[src/sv/assert_macros.svh]
// Assertion macros shared by the classifier RTL.
// Each macro expects a clock named clk and a reset named rst in scope.
`ifndef ASSERT_MACROS_SVH
`define ASSERT_MACROS_SVH

// The consequent must hold in the same cycle as the antecedent.
`define ATPC_ASSERT_IMP(label, ante, cons) \
  label: assert property (@(posedge clk) disable iff (rst) (ante) |-> (cons)) \
    else $error("atpc: same-cycle check failed");

// The consequent must hold in the cycle after the antecedent.
`define ATPC_ASSERT_NXT(label, ante, cons) \
  label: assert property (@(posedge clk) disable iff (rst) (ante) |=> (cons)) \
    else $error("atpc: next-cycle check failed");

`endif

[src/sv/atpc_pkg.sv]
package atpc_pkg;

  localparam int WINDOW  = 5;
  localparam int MED_IDX = (WINDOW - 1) / 2;
  localparam int POS_W   = (WINDOW > 1) ? $clog2(WINDOW) : 1;

  localparam int PIX_W   = 7;
  localparam int BASE_W  = 16;
  localparam int RATIO_W = 8;
  localparam int GAIN_W  = 9;
  localparam int FLOOR_W = 16;
  localparam int NEAR_W  = 11;
  localparam int DIST_W  = 12;
  localparam int PHASE_W = 3;

  localparam int CFG_IDX_W  = 3;
  localparam int CFG_DATA_W = 16;

  localparam logic [PIX_W-1:0]  WIN_RESET = 7'd20;
  localparam logic [GAIN_W-1:0] GAIN_MAX  = 9'd256;

  localparam logic CMD_PRIME    = 1'b0;
  localparam logic CMD_CLASSIFY = 1'b1;

  typedef enum logic [PHASE_W-1:0] {
    PH_NONE   = 3'd0,
    PH_NEAR   = 3'd1,
    PH_REFL   = 3'd2,
    PH_SHADOW = 3'd3,
    PH_CAUGHT = 3'd4
  } phase_t;

  typedef enum logic [CFG_IDX_W-1:0] {
    CFG_CATCH_VALUE = 3'd0,
    CFG_CATCH_SAT   = 3'd1,
    CFG_DROP_RATIO  = 3'd2,
    CFG_BASE_FLOOR  = 3'd3,
    CFG_DARK_MEDIAN = 3'd4,
    CFG_NEAR_DIST   = 3'd5,
    CFG_GAIN        = 3'd6
  } cfg_reg_t;

  typedef struct packed {
    logic load;
    logic update;
  } base_ctrl_t;

  typedef struct packed {
    logic [PHASE_W-1:0] phase;
    logic [PIX_W-1:0]   window_median;
  } result_t;

endpackage

[src/sv/atpc_ifs.sv]
interface atpc_sample_if;
  import atpc_pkg::*;
  logic                     valid;
  logic                     ready;
  logic                     command;
  logic [PIX_W-1:0]         lit_saturation;
  logic [PIX_W-1:0]         lit_value;
  logic [PIX_W-1:0]         ambient_saturation;
  logic [PIX_W-1:0]         ambient_value;
  logic [PIX_W-1:0]         reflectance;
  logic signed [DIST_W-1:0] range_reading;

  modport source (output valid, command, lit_saturation, lit_value, ambient_saturation,
                  ambient_value, reflectance, range_reading, input ready);
  modport sink (input valid, command, lit_saturation, lit_value, ambient_saturation,
                ambient_value, reflectance, range_reading, output ready);
endinterface

interface atpc_result_if;
  import atpc_pkg::*;
  logic               valid;
  logic               ready;
  logic [PHASE_W-1:0] phase;
  logic [PIX_W-1:0]   window_median;

  modport source (output valid, phase, window_median, input ready);
  modport sink (input valid, phase, window_median, output ready);
endinterface

interface atpc_cfg_if;
  import atpc_pkg::*;
  logic                  valid;
  logic                  ready;
  logic [CFG_IDX_W-1:0]  index;
  logic [CFG_DATA_W-1:0] data;

  modport source (output valid, index, data, input ready);
  modport sink (input valid, index, data, output ready);
endinterface

[src/sv/atpc_cell.sv]
module atpc_cell
  import atpc_pkg::*;
(
  input  logic                        clk,
  input  logic                        rst,
  input  logic                        shift_en,
  input  logic [POS_W-1:0]            position,
  input  logic [WINDOW-1:0][PIX_W-1:0] next_window,
  output logic [PIX_W-1:0]            value,
  output logic                        med_sel
);

  logic [POS_W-1:0] rank;
  logic [PIX_W-1:0] own_next;

  assign own_next = next_window[position];

  always_ff @(posedge clk) begin
    if (rst) begin
      value <= WIN_RESET;
    end else if (shift_en) begin
      value <= own_next;
    end
  end

  // Ties are broken by position so that the ranks form a permutation.
  always_comb begin
    rank = '0;
    for (int j = 0; j < WINDOW; j++) begin
      if ((next_window[j] < own_next) ||
          ((next_window[j] == own_next) && (POS_W'(j) < position))) begin
        rank = rank + POS_W'(1);
      end
    end
  end

  assign med_sel = (rank == POS_W'(MED_IDX));

endmodule

[src/sv/atpc_window.sv]
module atpc_window
  import atpc_pkg::*;
(
  input  logic             clk,
  input  logic             rst,
  input  logic             shift_en,
  input  logic [PIX_W-1:0] sample,
  output logic [PIX_W-1:0] median
);

  logic [WINDOW-1:0][PIX_W-1:0] cell_value;
  logic [WINDOW-1:0][PIX_W-1:0] next_window;
  logic [WINDOW-1:0]            med_sel;

  assign next_window[0] = sample;

  for (genvar i = 1; i < WINDOW; i++) begin : g_link
    assign next_window[i] = cell_value[i-1];
  end

  for (genvar i = 0; i < WINDOW; i++) begin : g_cell
    atpc_cell u_cell (
      .clk         (clk),
      .rst         (rst),
      .shift_en    (shift_en),
      .position    (POS_W'(i)),
      .next_window (next_window),
      .value       (cell_value[i]),
      .med_sel     (med_sel[i])
    );
  end

  always_comb begin
    median = '0;
    for (int i = 0; i < WINDOW; i++) begin
      if (med_sel[i]) begin
        median = median | next_window[i];
      end
    end
  end

endmodule

[src/sv/atpc_baseline.sv]
module atpc_baseline
  import atpc_pkg::*;
(
  input  logic               clk,
  input  logic               rst,
  input  base_ctrl_t         ctrl,
  input  logic [PIX_W-1:0]   sample,
  input  logic [RATIO_W-1:0] drop_ratio,
  input  logic [GAIN_W-1:0]  gain,
  output logic [BASE_W-1:0]  base,
  output logic               below
);

  logic [GAIN_W-1:0]         gain_sat;
  logic [23:0]               scaled_base;
  logic signed [16:0]        diff;
  logic signed [26:0]        prod;
  logic signed [27:0]        acc;
  logic [BASE_W-1:0]         base_next;

  assign scaled_base = base * drop_ratio;
  assign below       = {1'b0, sample, 16'h0000} < scaled_base;

  // new = base + g * ((x << 8) - base) / 256, rounded half up.
  assign gain_sat = (gain > GAIN_MAX) ? GAIN_MAX : gain;
  assign diff     = $signed({2'b00, sample, 8'h00}) - $signed({1'b0, base});
  assign prod     = $signed({1'b0, gain_sat}) * diff;
  assign acc      = $signed({4'h0, base, 8'h00}) + 28'(prod) + 28'sd128;

  always_comb begin
    base_next = base;
    if (ctrl.load) begin
      base_next = {1'b0, sample, 8'h00};
    end else if (ctrl.update) begin
      base_next = acc[23:8];
    end
  end

  always_ff @(posedge clk) begin
    if (rst) begin
      base <= '0;
    end else begin
      base <= base_next;
    end
  end

endmodule

[src/sv/adaptive_target_presence_classifier_core.sv]
// Adaptive target presence classifier.
// The samples channel carries one sample per transfer: a command bit (prime or
// classify), lit and ambient saturation and value, reflectance and a signed
// ultrasonic distance. The results channel returns exactly one transfer per
// sample, the detection phase and the window median.
// The cfg channel writes the seven threshold registers; it is always ready and
// should only be used while no sample is in flight.
// Each classify sample shifts its ambient value into a row of five window cells;
// the median of that row and both baseline trackers are worked out in the cycle
// of the transfer, so the baselines are ready for the next sample.
// Each result is registered in the output stage before it is offered.
// Throughput is one sample per cycle while samples.ready stays high.
// An output register backed by a one-entry skid buffer lets one more sample be
// taken while a result waits; with both full, samples.ready drops until the
// receiver takes a result.
// Synchronous reset restores register defaults, clears both baselines, fills
// the window with twenty and empties the output stage.
`include "assert_macros.svh"

module adaptive_target_presence_classifier_core
  import atpc_pkg::*;
(
  input  logic     clk,
  input  logic     rst,
  atpc_sample_if.sink   samples,
  atpc_result_if.source results,
  atpc_cfg_if.sink      cfg
);

  logic [PIX_W-1:0]   catch_value_max;
  logic [PIX_W-1:0]   catch_saturation_max;
  logic [RATIO_W-1:0] drop_ratio;
  logic [FLOOR_W-1:0] baseline_floor;
  logic [PIX_W-1:0]   dark_median_max;
  logic [NEAR_W-1:0]  near_distance_max;
  logic [GAIN_W-1:0]  smoothing_gain;

  logic               accept;
  logic               is_classify;
  logic               caught;
  logic               shadow_test;
  logic               confirmed;
  logic               near;
  logic               below_sat;
  logic               below_val;
  logic [BASE_W-1:0]  base_sat;
  logic [BASE_W-1:0]  base_value;
  logic [PIX_W-1:0]   median;
  base_ctrl_t         base_ctrl;
  result_t            result_next;

  result_t            out_data;
  logic               out_valid;
  result_t            skid_data;
  logic               skid_valid;
  logic               load;

  assign cfg.ready = 1'b1;

  always_ff @(posedge clk) begin
    if (rst) begin
      catch_value_max      <= 7'd15;
      catch_saturation_max <= 7'd20;
      drop_ratio           <= 8'd102;
      baseline_floor       <= 16'd128;
      dark_median_max      <= 7'd10;
      near_distance_max    <= 11'd450;
      smoothing_gain       <= 9'd51;
    end else if (cfg.valid) begin
      case (cfg_reg_t'(cfg.index))
        CFG_CATCH_VALUE: catch_value_max      <= cfg.data[PIX_W-1:0];
        CFG_CATCH_SAT:   catch_saturation_max <= cfg.data[PIX_W-1:0];
        CFG_DROP_RATIO:  drop_ratio           <= cfg.data[RATIO_W-1:0];
        CFG_BASE_FLOOR:  baseline_floor       <= cfg.data[FLOOR_W-1:0];
        CFG_DARK_MEDIAN: dark_median_max      <= cfg.data[PIX_W-1:0];
        CFG_NEAR_DIST:   near_distance_max    <= cfg.data[NEAR_W-1:0];
        CFG_GAIN:        smoothing_gain       <= cfg.data[GAIN_W-1:0];
        default: ;
      endcase
    end
  end

  assign samples.ready = !skid_valid;
  assign accept        = samples.valid && samples.ready;
  assign is_classify   = (samples.command == CMD_CLASSIFY);

  atpc_window u_window (
    .clk      (clk),
    .rst      (rst),
    .shift_en (accept && is_classify),
    .sample   (samples.ambient_value),
    .median   (median)
  );

  atpc_baseline u_base_sat (
    .clk        (clk),
    .rst        (rst),
    .ctrl       (base_ctrl),
    .sample     (samples.ambient_saturation),
    .drop_ratio (drop_ratio),
    .gain       (smoothing_gain),
    .base       (base_sat),
    .below      (below_sat)
  );

  atpc_baseline u_base_value (
    .clk        (clk),
    .rst        (rst),
    .ctrl       (base_ctrl),
    .sample     (samples.ambient_value),
    .drop_ratio (drop_ratio),
    .gain       (smoothing_gain),
    .base       (base_value),
    .below      (below_val)
  );

  assign caught = ((samples.lit_value != '0) && (samples.lit_value <= catch_value_max)) ||
                  ((samples.lit_saturation != '0) &&
                   (samples.lit_saturation <= catch_saturation_max));
  assign shadow_test = (below_sat || below_val) && (base_value > baseline_floor);
  assign confirmed   = shadow_test && (median <= dark_median_max);
  assign near = !samples.range_reading[DIST_W-1] && (samples.range_reading != '0) &&
                (samples.range_reading[NEAR_W-1:0] <= near_distance_max);

  assign base_ctrl.load   = accept && !is_classify;
  assign base_ctrl.update = accept && is_classify && !caught && !confirmed;

  always_comb begin
    result_next = '0;
    if (is_classify) begin
      if (caught) begin
        result_next.phase = PH_CAUGHT;
      end else if (shadow_test) begin
        result_next.phase         = confirmed ? PH_SHADOW : PH_NONE;
        result_next.window_median = median;
      end else if (samples.reflectance != '0) begin
        result_next.phase = PH_REFL;
      end else if (near) begin
        result_next.phase = PH_NEAR;
      end else begin
        result_next.phase = PH_NONE;
      end
    end
  end

  assign load = !out_valid || results.ready;

  always_ff @(posedge clk) begin
    if (rst) begin
      out_valid  <= 1'b0;
      skid_valid <= 1'b0;
    end else if (load) begin
      if (skid_valid) begin
        out_valid  <= 1'b1;
        skid_valid <= 1'b0;
      end else begin
        out_valid <= accept;
      end
    end else if (accept) begin
      skid_valid <= 1'b1;
    end
  end

  always_ff @(posedge clk) begin
    if (load) begin
      out_data <= skid_valid ? skid_data : result_next;
    end else if (accept) begin
      skid_data <= result_next;
    end
  end

  assign results.valid         = out_valid;
  assign results.phase         = out_data.phase;
  assign results.window_median = out_data.window_median;

  `ATPC_ASSERT_IMP(a_skid_behind_out, skid_valid, out_valid)
  `ATPC_ASSERT_NXT(a_stall_to_skid, accept && out_valid && !results.ready, skid_valid)
  `ATPC_ASSERT_NXT(a_prime_loads, accept && !is_classify,
                   base_value == {1'b0, $past(samples.ambient_value), 8'h00})
  `ATPC_ASSERT_IMP(a_median_shadow_only, results.valid && (results.window_median != '0),
                   (results.phase == PH_SHADOW) || (results.phase == PH_NONE))

endmodule
[src/flat_wrapper.sv]
// flat-port wrapper written by rule: the top's interface ports become plain ports
module adaptive_target_presence_classifier_core_flat import atpc_pkg::*;
  (clk, rst, samples_valid, samples_command, samples_lit_saturation, samples_lit_value, samples_ambient_saturation, samples_ambient_value, samples_reflectance, samples_range_reading, samples_ready, results_valid, results_phase, results_window_median, results_ready, cfg_valid, cfg_index, cfg_data, cfg_ready);
  atpc_sample_if samples_i ();
  atpc_result_if results_i ();
  atpc_cfg_if cfg_i ();
  input  logic clk;
  input  logic rst;
  input wire logic [$bits(samples_i.valid)-1:0] samples_valid;
  input wire logic [$bits(samples_i.command)-1:0] samples_command;
  input wire logic [$bits(samples_i.lit_saturation)-1:0] samples_lit_saturation;
  input wire logic [$bits(samples_i.lit_value)-1:0] samples_lit_value;
  input wire logic [$bits(samples_i.ambient_saturation)-1:0] samples_ambient_saturation;
  input wire logic [$bits(samples_i.ambient_value)-1:0] samples_ambient_value;
  input wire logic [$bits(samples_i.reflectance)-1:0] samples_reflectance;
  input wire logic [$bits(samples_i.range_reading)-1:0] samples_range_reading;
  output wire logic [$bits(samples_i.ready)-1:0] samples_ready;
  output wire logic [$bits(results_i.valid)-1:0] results_valid;
  output wire logic [$bits(results_i.phase)-1:0] results_phase;
  output wire logic [$bits(results_i.window_median)-1:0] results_window_median;
  input wire logic [$bits(results_i.ready)-1:0] results_ready;
  input wire logic [$bits(cfg_i.valid)-1:0] cfg_valid;
  input wire logic [$bits(cfg_i.index)-1:0] cfg_index;
  input wire logic [$bits(cfg_i.data)-1:0] cfg_data;
  output wire logic [$bits(cfg_i.ready)-1:0] cfg_ready;
  assign samples_i.valid = samples_valid;
  assign samples_i.command = samples_command;
  assign samples_i.lit_saturation = samples_lit_saturation;
  assign samples_i.lit_value = samples_lit_value;
  assign samples_i.ambient_saturation = samples_ambient_saturation;
  assign samples_i.ambient_value = samples_ambient_value;
  assign samples_i.reflectance = samples_reflectance;
  assign samples_i.range_reading = samples_range_reading;
  assign samples_ready = samples_i.ready;
  assign results_valid = results_i.valid;
  assign results_phase = results_i.phase;
  assign results_window_median = results_i.window_median;
  assign results_i.ready = results_ready;
  assign cfg_i.valid = cfg_valid;
  assign cfg_i.index = cfg_index;
  assign cfg_i.data = cfg_data;
  assign cfg_ready = cfg_i.ready;
  adaptive_target_presence_classifier_core u_core (.clk(clk), .rst(rst), .samples(samples_i), .results(results_i), .cfg(cfg_i));
endmodule
[config.mk]
export PLATFORM = sky130hd
export DESIGN_NAME = adaptive_target_presence_classifier_core_flat
export DESIGN_NICKNAME = d
export VERILOG_FILES = /design/src/sv/atpc_pkg.sv /design/src/sv/atpc_ifs.sv /design/src/sv/atpc_cell.sv /design/src/sv/atpc_window.sv /design/src/sv/atpc_baseline.sv /design/src/sv/adaptive_target_presence_classifier_core.sv /design/src/flat_wrapper.sv
export VERILOG_INCLUDE_DIRS = /design/src /design/src/sv
export SDC_FILE = /design/constraint.sdc
export NUM_CORES = 2
export LEC_CHECK = 0
export ABC_CLOCK_PERIOD_IN_PS = 20000
export BUFFER_PORTS_ARGS = -buffer_cell sky130_fd_sc_hd__buf_2
export CAP_MARGIN = 15
export CELL_PAD_IN_SITES_DETAIL_PLACEMENT = 0
export CELL_PAD_IN_SITES_GLOBAL_PLACEMENT = 1
export CORE_MARGIN = 2
export CORE_UTILIZATION = 40
export DETAILED_ROUTE_END_ITERATION = 10
export PLACE_DENSITY = 0.75
export SYNTH_ARGS = -nofsm -noshare
export SYNTH_HDL_FRONTEND = slang
export SYNTH_SLANG_ARGS = --single-unit
[constraint.sdc]
create_clock -name clk -period 20 [get_ports clk]
set_clock_uncertainty 0.1 [all_clocks]
set_input_delay 3 -clock clk [delete_from_list [all_inputs] [get_ports clk]]
set_output_delay 3 -clock clk [all_outputs]
set_load 0.02 [all_outputs]
==> results by group <==
Hold path
  – Hold/Removal Path Class: reg2reg
  – HP Start: u_core.smoothing_gain[3]

Synth
  – Post-synthesis register bit count: 147
  – Ys async rst share: 0
  – Post-Syn Nets: 4295
  – Netlist Area Pre-Place: 0.02913 mm²
  – Syn. warnings: 0
  – Cells after synthesis: 3436
  – Synth cell count leaders: inv_1, fa_1, nand2_1, ha_1, and2_1
  – Post-synth top area share: 0.2969
  – Main synth FF type: dfxtp_1
  – Cell variety after synth: 82
  – Count leader, synth: inv_1
  – Synth top area cells: fa_1, ha_1, dfxtp_1
  – Seq/Total Area, Yosys: 0.1079
  – Biggest area consumer among synthesized cells: fa_1
  – Number of synthesized flops with an enable pin: 20
  – Syn avg cell area: 8.478 µm²

Setup path
  – Crit end category: flip-flop
  – Worst reg2reg path depth: 27
  – Critical setup path kind: in2reg
  – Reg2reg setup slack: 10.92 ns
  – Worst setup path startpoint: samples_ambient_saturation[0]
  – CP Max Fanout: 9
  – RR Startpoint: u_core.u_base_sat.base[2]
  – Crit path DAT: 10.05 ns
  – Worst r2r dst: u_core.u_base_sat.base[14]
  – CP Data Required Time: 20.24 ns
  – Crit path launch type: input pin
  – CP endpoint: u_core.u_base_sat.base[14]

Timing
  – Worst slew pin tran: 1.084 ns
  – Crit share post-route: 0.4906
  – RSZ-0062 raised after global routing: false
  – Fmax: 101.9 MHz
  – Final Slew Violations: 0
  – Max_slew headroom: 0.2771
  – Hold WS: 0.3525 ns
  – Worst setup slack after layout: 10.19 ns
  – TNS Setup: 0 ns
  – Min cycle time layout: 9.812 ns
  – Setup-failing EPs final: 0
  – Final hold vios: 0

Placement
  – Pre-CTS WS: 9.746 ns
  – Gp weighted congestion: 0.8656
  – DP Wirelength: 61670 µm
  – Port bufs: 83

CTS
  – Postcts setup bufs: 0
  – Cts hold-fix bufs: 0
  – Clock tree buffer depth: 2
  – CTS tree: built
  – Reg clk slew, reported paths: 0.07 ns
  – Clock Sinks: 147
  – Inserted Clock Buffers: 17
  – CTS H-tree lvls: 4
  – Gates resized, CTS repair: 0
  – CTS root buf: clkbuf_16
  – Clock Latency Late Sink: 0.47 ns

Cells and area
  – # nets final: 4311
  – Sequential Area: 0.003143 mm²
  – Fillcell total: 7366
  – Area growth syn-to-layout: 6.829%
  – Multi-input logic area: 0.02318 mm²
  – Final design utilization: 0.4331
  – Proportion of layout cells with a drive suffix above 1: 0.05166

Route
  – Initial DRC count: 1409
  – DR WL/cell: 17.57 µm
  – Routed Antenna Nets: 0
  – Vias: 22726
  – Total wire length: 77580 µm
  – DRT Pass-1 Iters: 5
  – Drt via density: 5.146
  – DR DRC count: 0

GRT
  – Initial antenna violation count: 1
  – Total track usage: 0.2178
  – Number of global-route vias before repair: 23414
  – Largest net degree at the start of global routing: 50
  – GRT overflow: 0
  – First-pass GRT wire length: 129200 µm

Floorplanning
  – Die Span X: 273.9 µm
  – Die Y-Extent: 273.9 µm
  – Ports: 85
  – Starting density of the core: 0.4054
  – Core Rows: 98
  – Die area: 0.07500 mm²
  – Core Footprint: 0.07185 mm²

Flow run
  – Max-Cap Viols: 0

Status
  – Status: finished, final reports clean
-- cell families after synthesis --
family	Yosys count	synth area share
buf+inv	746	0.09668
xor+xnor	126	0.03788
fa+ha+maj	787	0.4493
other cells	1	0.0001287
mux	33	0.01181
flops	147	0.1079
compound gates	445	0.1015
simple gates	1151	0.1948
-- area by class of cell --
class | instances | share of cell area
clock inverter | 13 | 0.004020
inverter | 620 | 0.07478
antenna | 1 | 0.00008041
timing repair buffer | 123 | 0.02308
clock buffer | 19 | 0.01391
multi-input combinational | 2543 | 0.7449
tap | 950 | 0.03819
sequential | 147 | 0.1010
-- cell usage in the layout (no fill, tap or decap), drive strengths merged, types with 26 or more instances in the layout --
| cell type | Yosys | final |
|---|---|---|
| a21o | 35 | 35 |
| a21oi | 144 | 144 |
| and2 | 252 | 252 |
| buf | 12 | 123 |
| dfxtp | 127 | 127 |
| fa | 432 | 432 |
| ha | 355 | 355 |
| inv | 620 | 625 |
| mux2i | 31 | 31 |
| nand2 | 402 | 402 |
| nand3 | 32 | 32 |
| nand4 | 27 | 27 |
| nor2 | 219 | 219 |
| nor2b | 48 | 48 |
| nor3 | 47 | 47 |
| o21a | 26 | 26 |
| o21ai | 71 | 71 |
| xnor2 | 88 | 88 |
| xor2 | 38 | 38 |
-- registers in the layout, indices dropped and copies added, names as in the netlist --
register,cells
u_core.u_window.g_cell.u_cell.value,28
u_core.baseline_floor,16
u_core.u_base_sat.base,16
u_core.u_base_value.base,16
u_core.near_distance_max,11
u_core.skid_data,10
u_core.smoothing_gain,9
u_core.drop_ratio,8
u_core.catch_saturation_max,7
u_core.catch_value_max,7
u_core.dark_median_max,7
u_core.results.window_median,7
u_core.results.phase,3
u_core.results.valid,1
u_core.skid_valid,1
-- routing by layer --
metal	wire, µm	track usage	vias to the layer above
met3	2660	0.02338	76
met4	1314	0.04562	0
met1	36890	0.3082	11267
li1	-	-	11005
met2	36710	0.3596	378
met5	0	0	-
-- through the flow --
stage | std cells | area (µm²)
2_1_floorplan | 3436 | 29130
3_3_place_gp | 4383 | 30560
3_5_place_dp | 4383 | 30560
4_1_cts | 4415 | 31120
5_1_grt | 4415 | 31120
6_report | 4416 | 31120
-- worst max-delay path: stages --
cell	delay [ns]
buf_2	0.13
ha_1	0.33
nor3b_1	0.39
nand2_1	0.10
o21ai_1	0.35
nor2b_1	0.12
nor2_1	0.10
a21oi_1	0.08
xnor2_1	0.58
nand2_1	0.15
fa_1	0.51
inv_1	0.05
fa_1	0.46
fa_1	0.49
inv_1	0.06
fa_1	0.53
inv_1	0.05
fa_1	0.47
ha_1	0.34
o211ai_1	0.13
a2bb2oi_1	0.16
o21ai_0	0.19
o211ai_1	0.51
o21ai_0	0.22
a2111oi_0	0.47
a2111oi_1	0.09
-- how the worst min path moves through the flow --
stage / endpoint / slack, ns / depth (start not counted)
CTS: u_core.smoothing_gain[3] / 0.35 / 2
detailed placement: u_core.smoothing_gain[3] / 0.35 / 2
floorplan: u_core.smoothing_gain[2] / 0.33 / 2
global route: u_core.near_distance_max[5] / 0.38 / 2
finish: u_core.smoothing_gain[3] / 0.35 / 2
global placement: u_core.near_distance_max[4] / 0.34 / 2
Power is not shown: default switching activity piles up to over one toggle a cycle in this logic, so the estimate is an artifact.
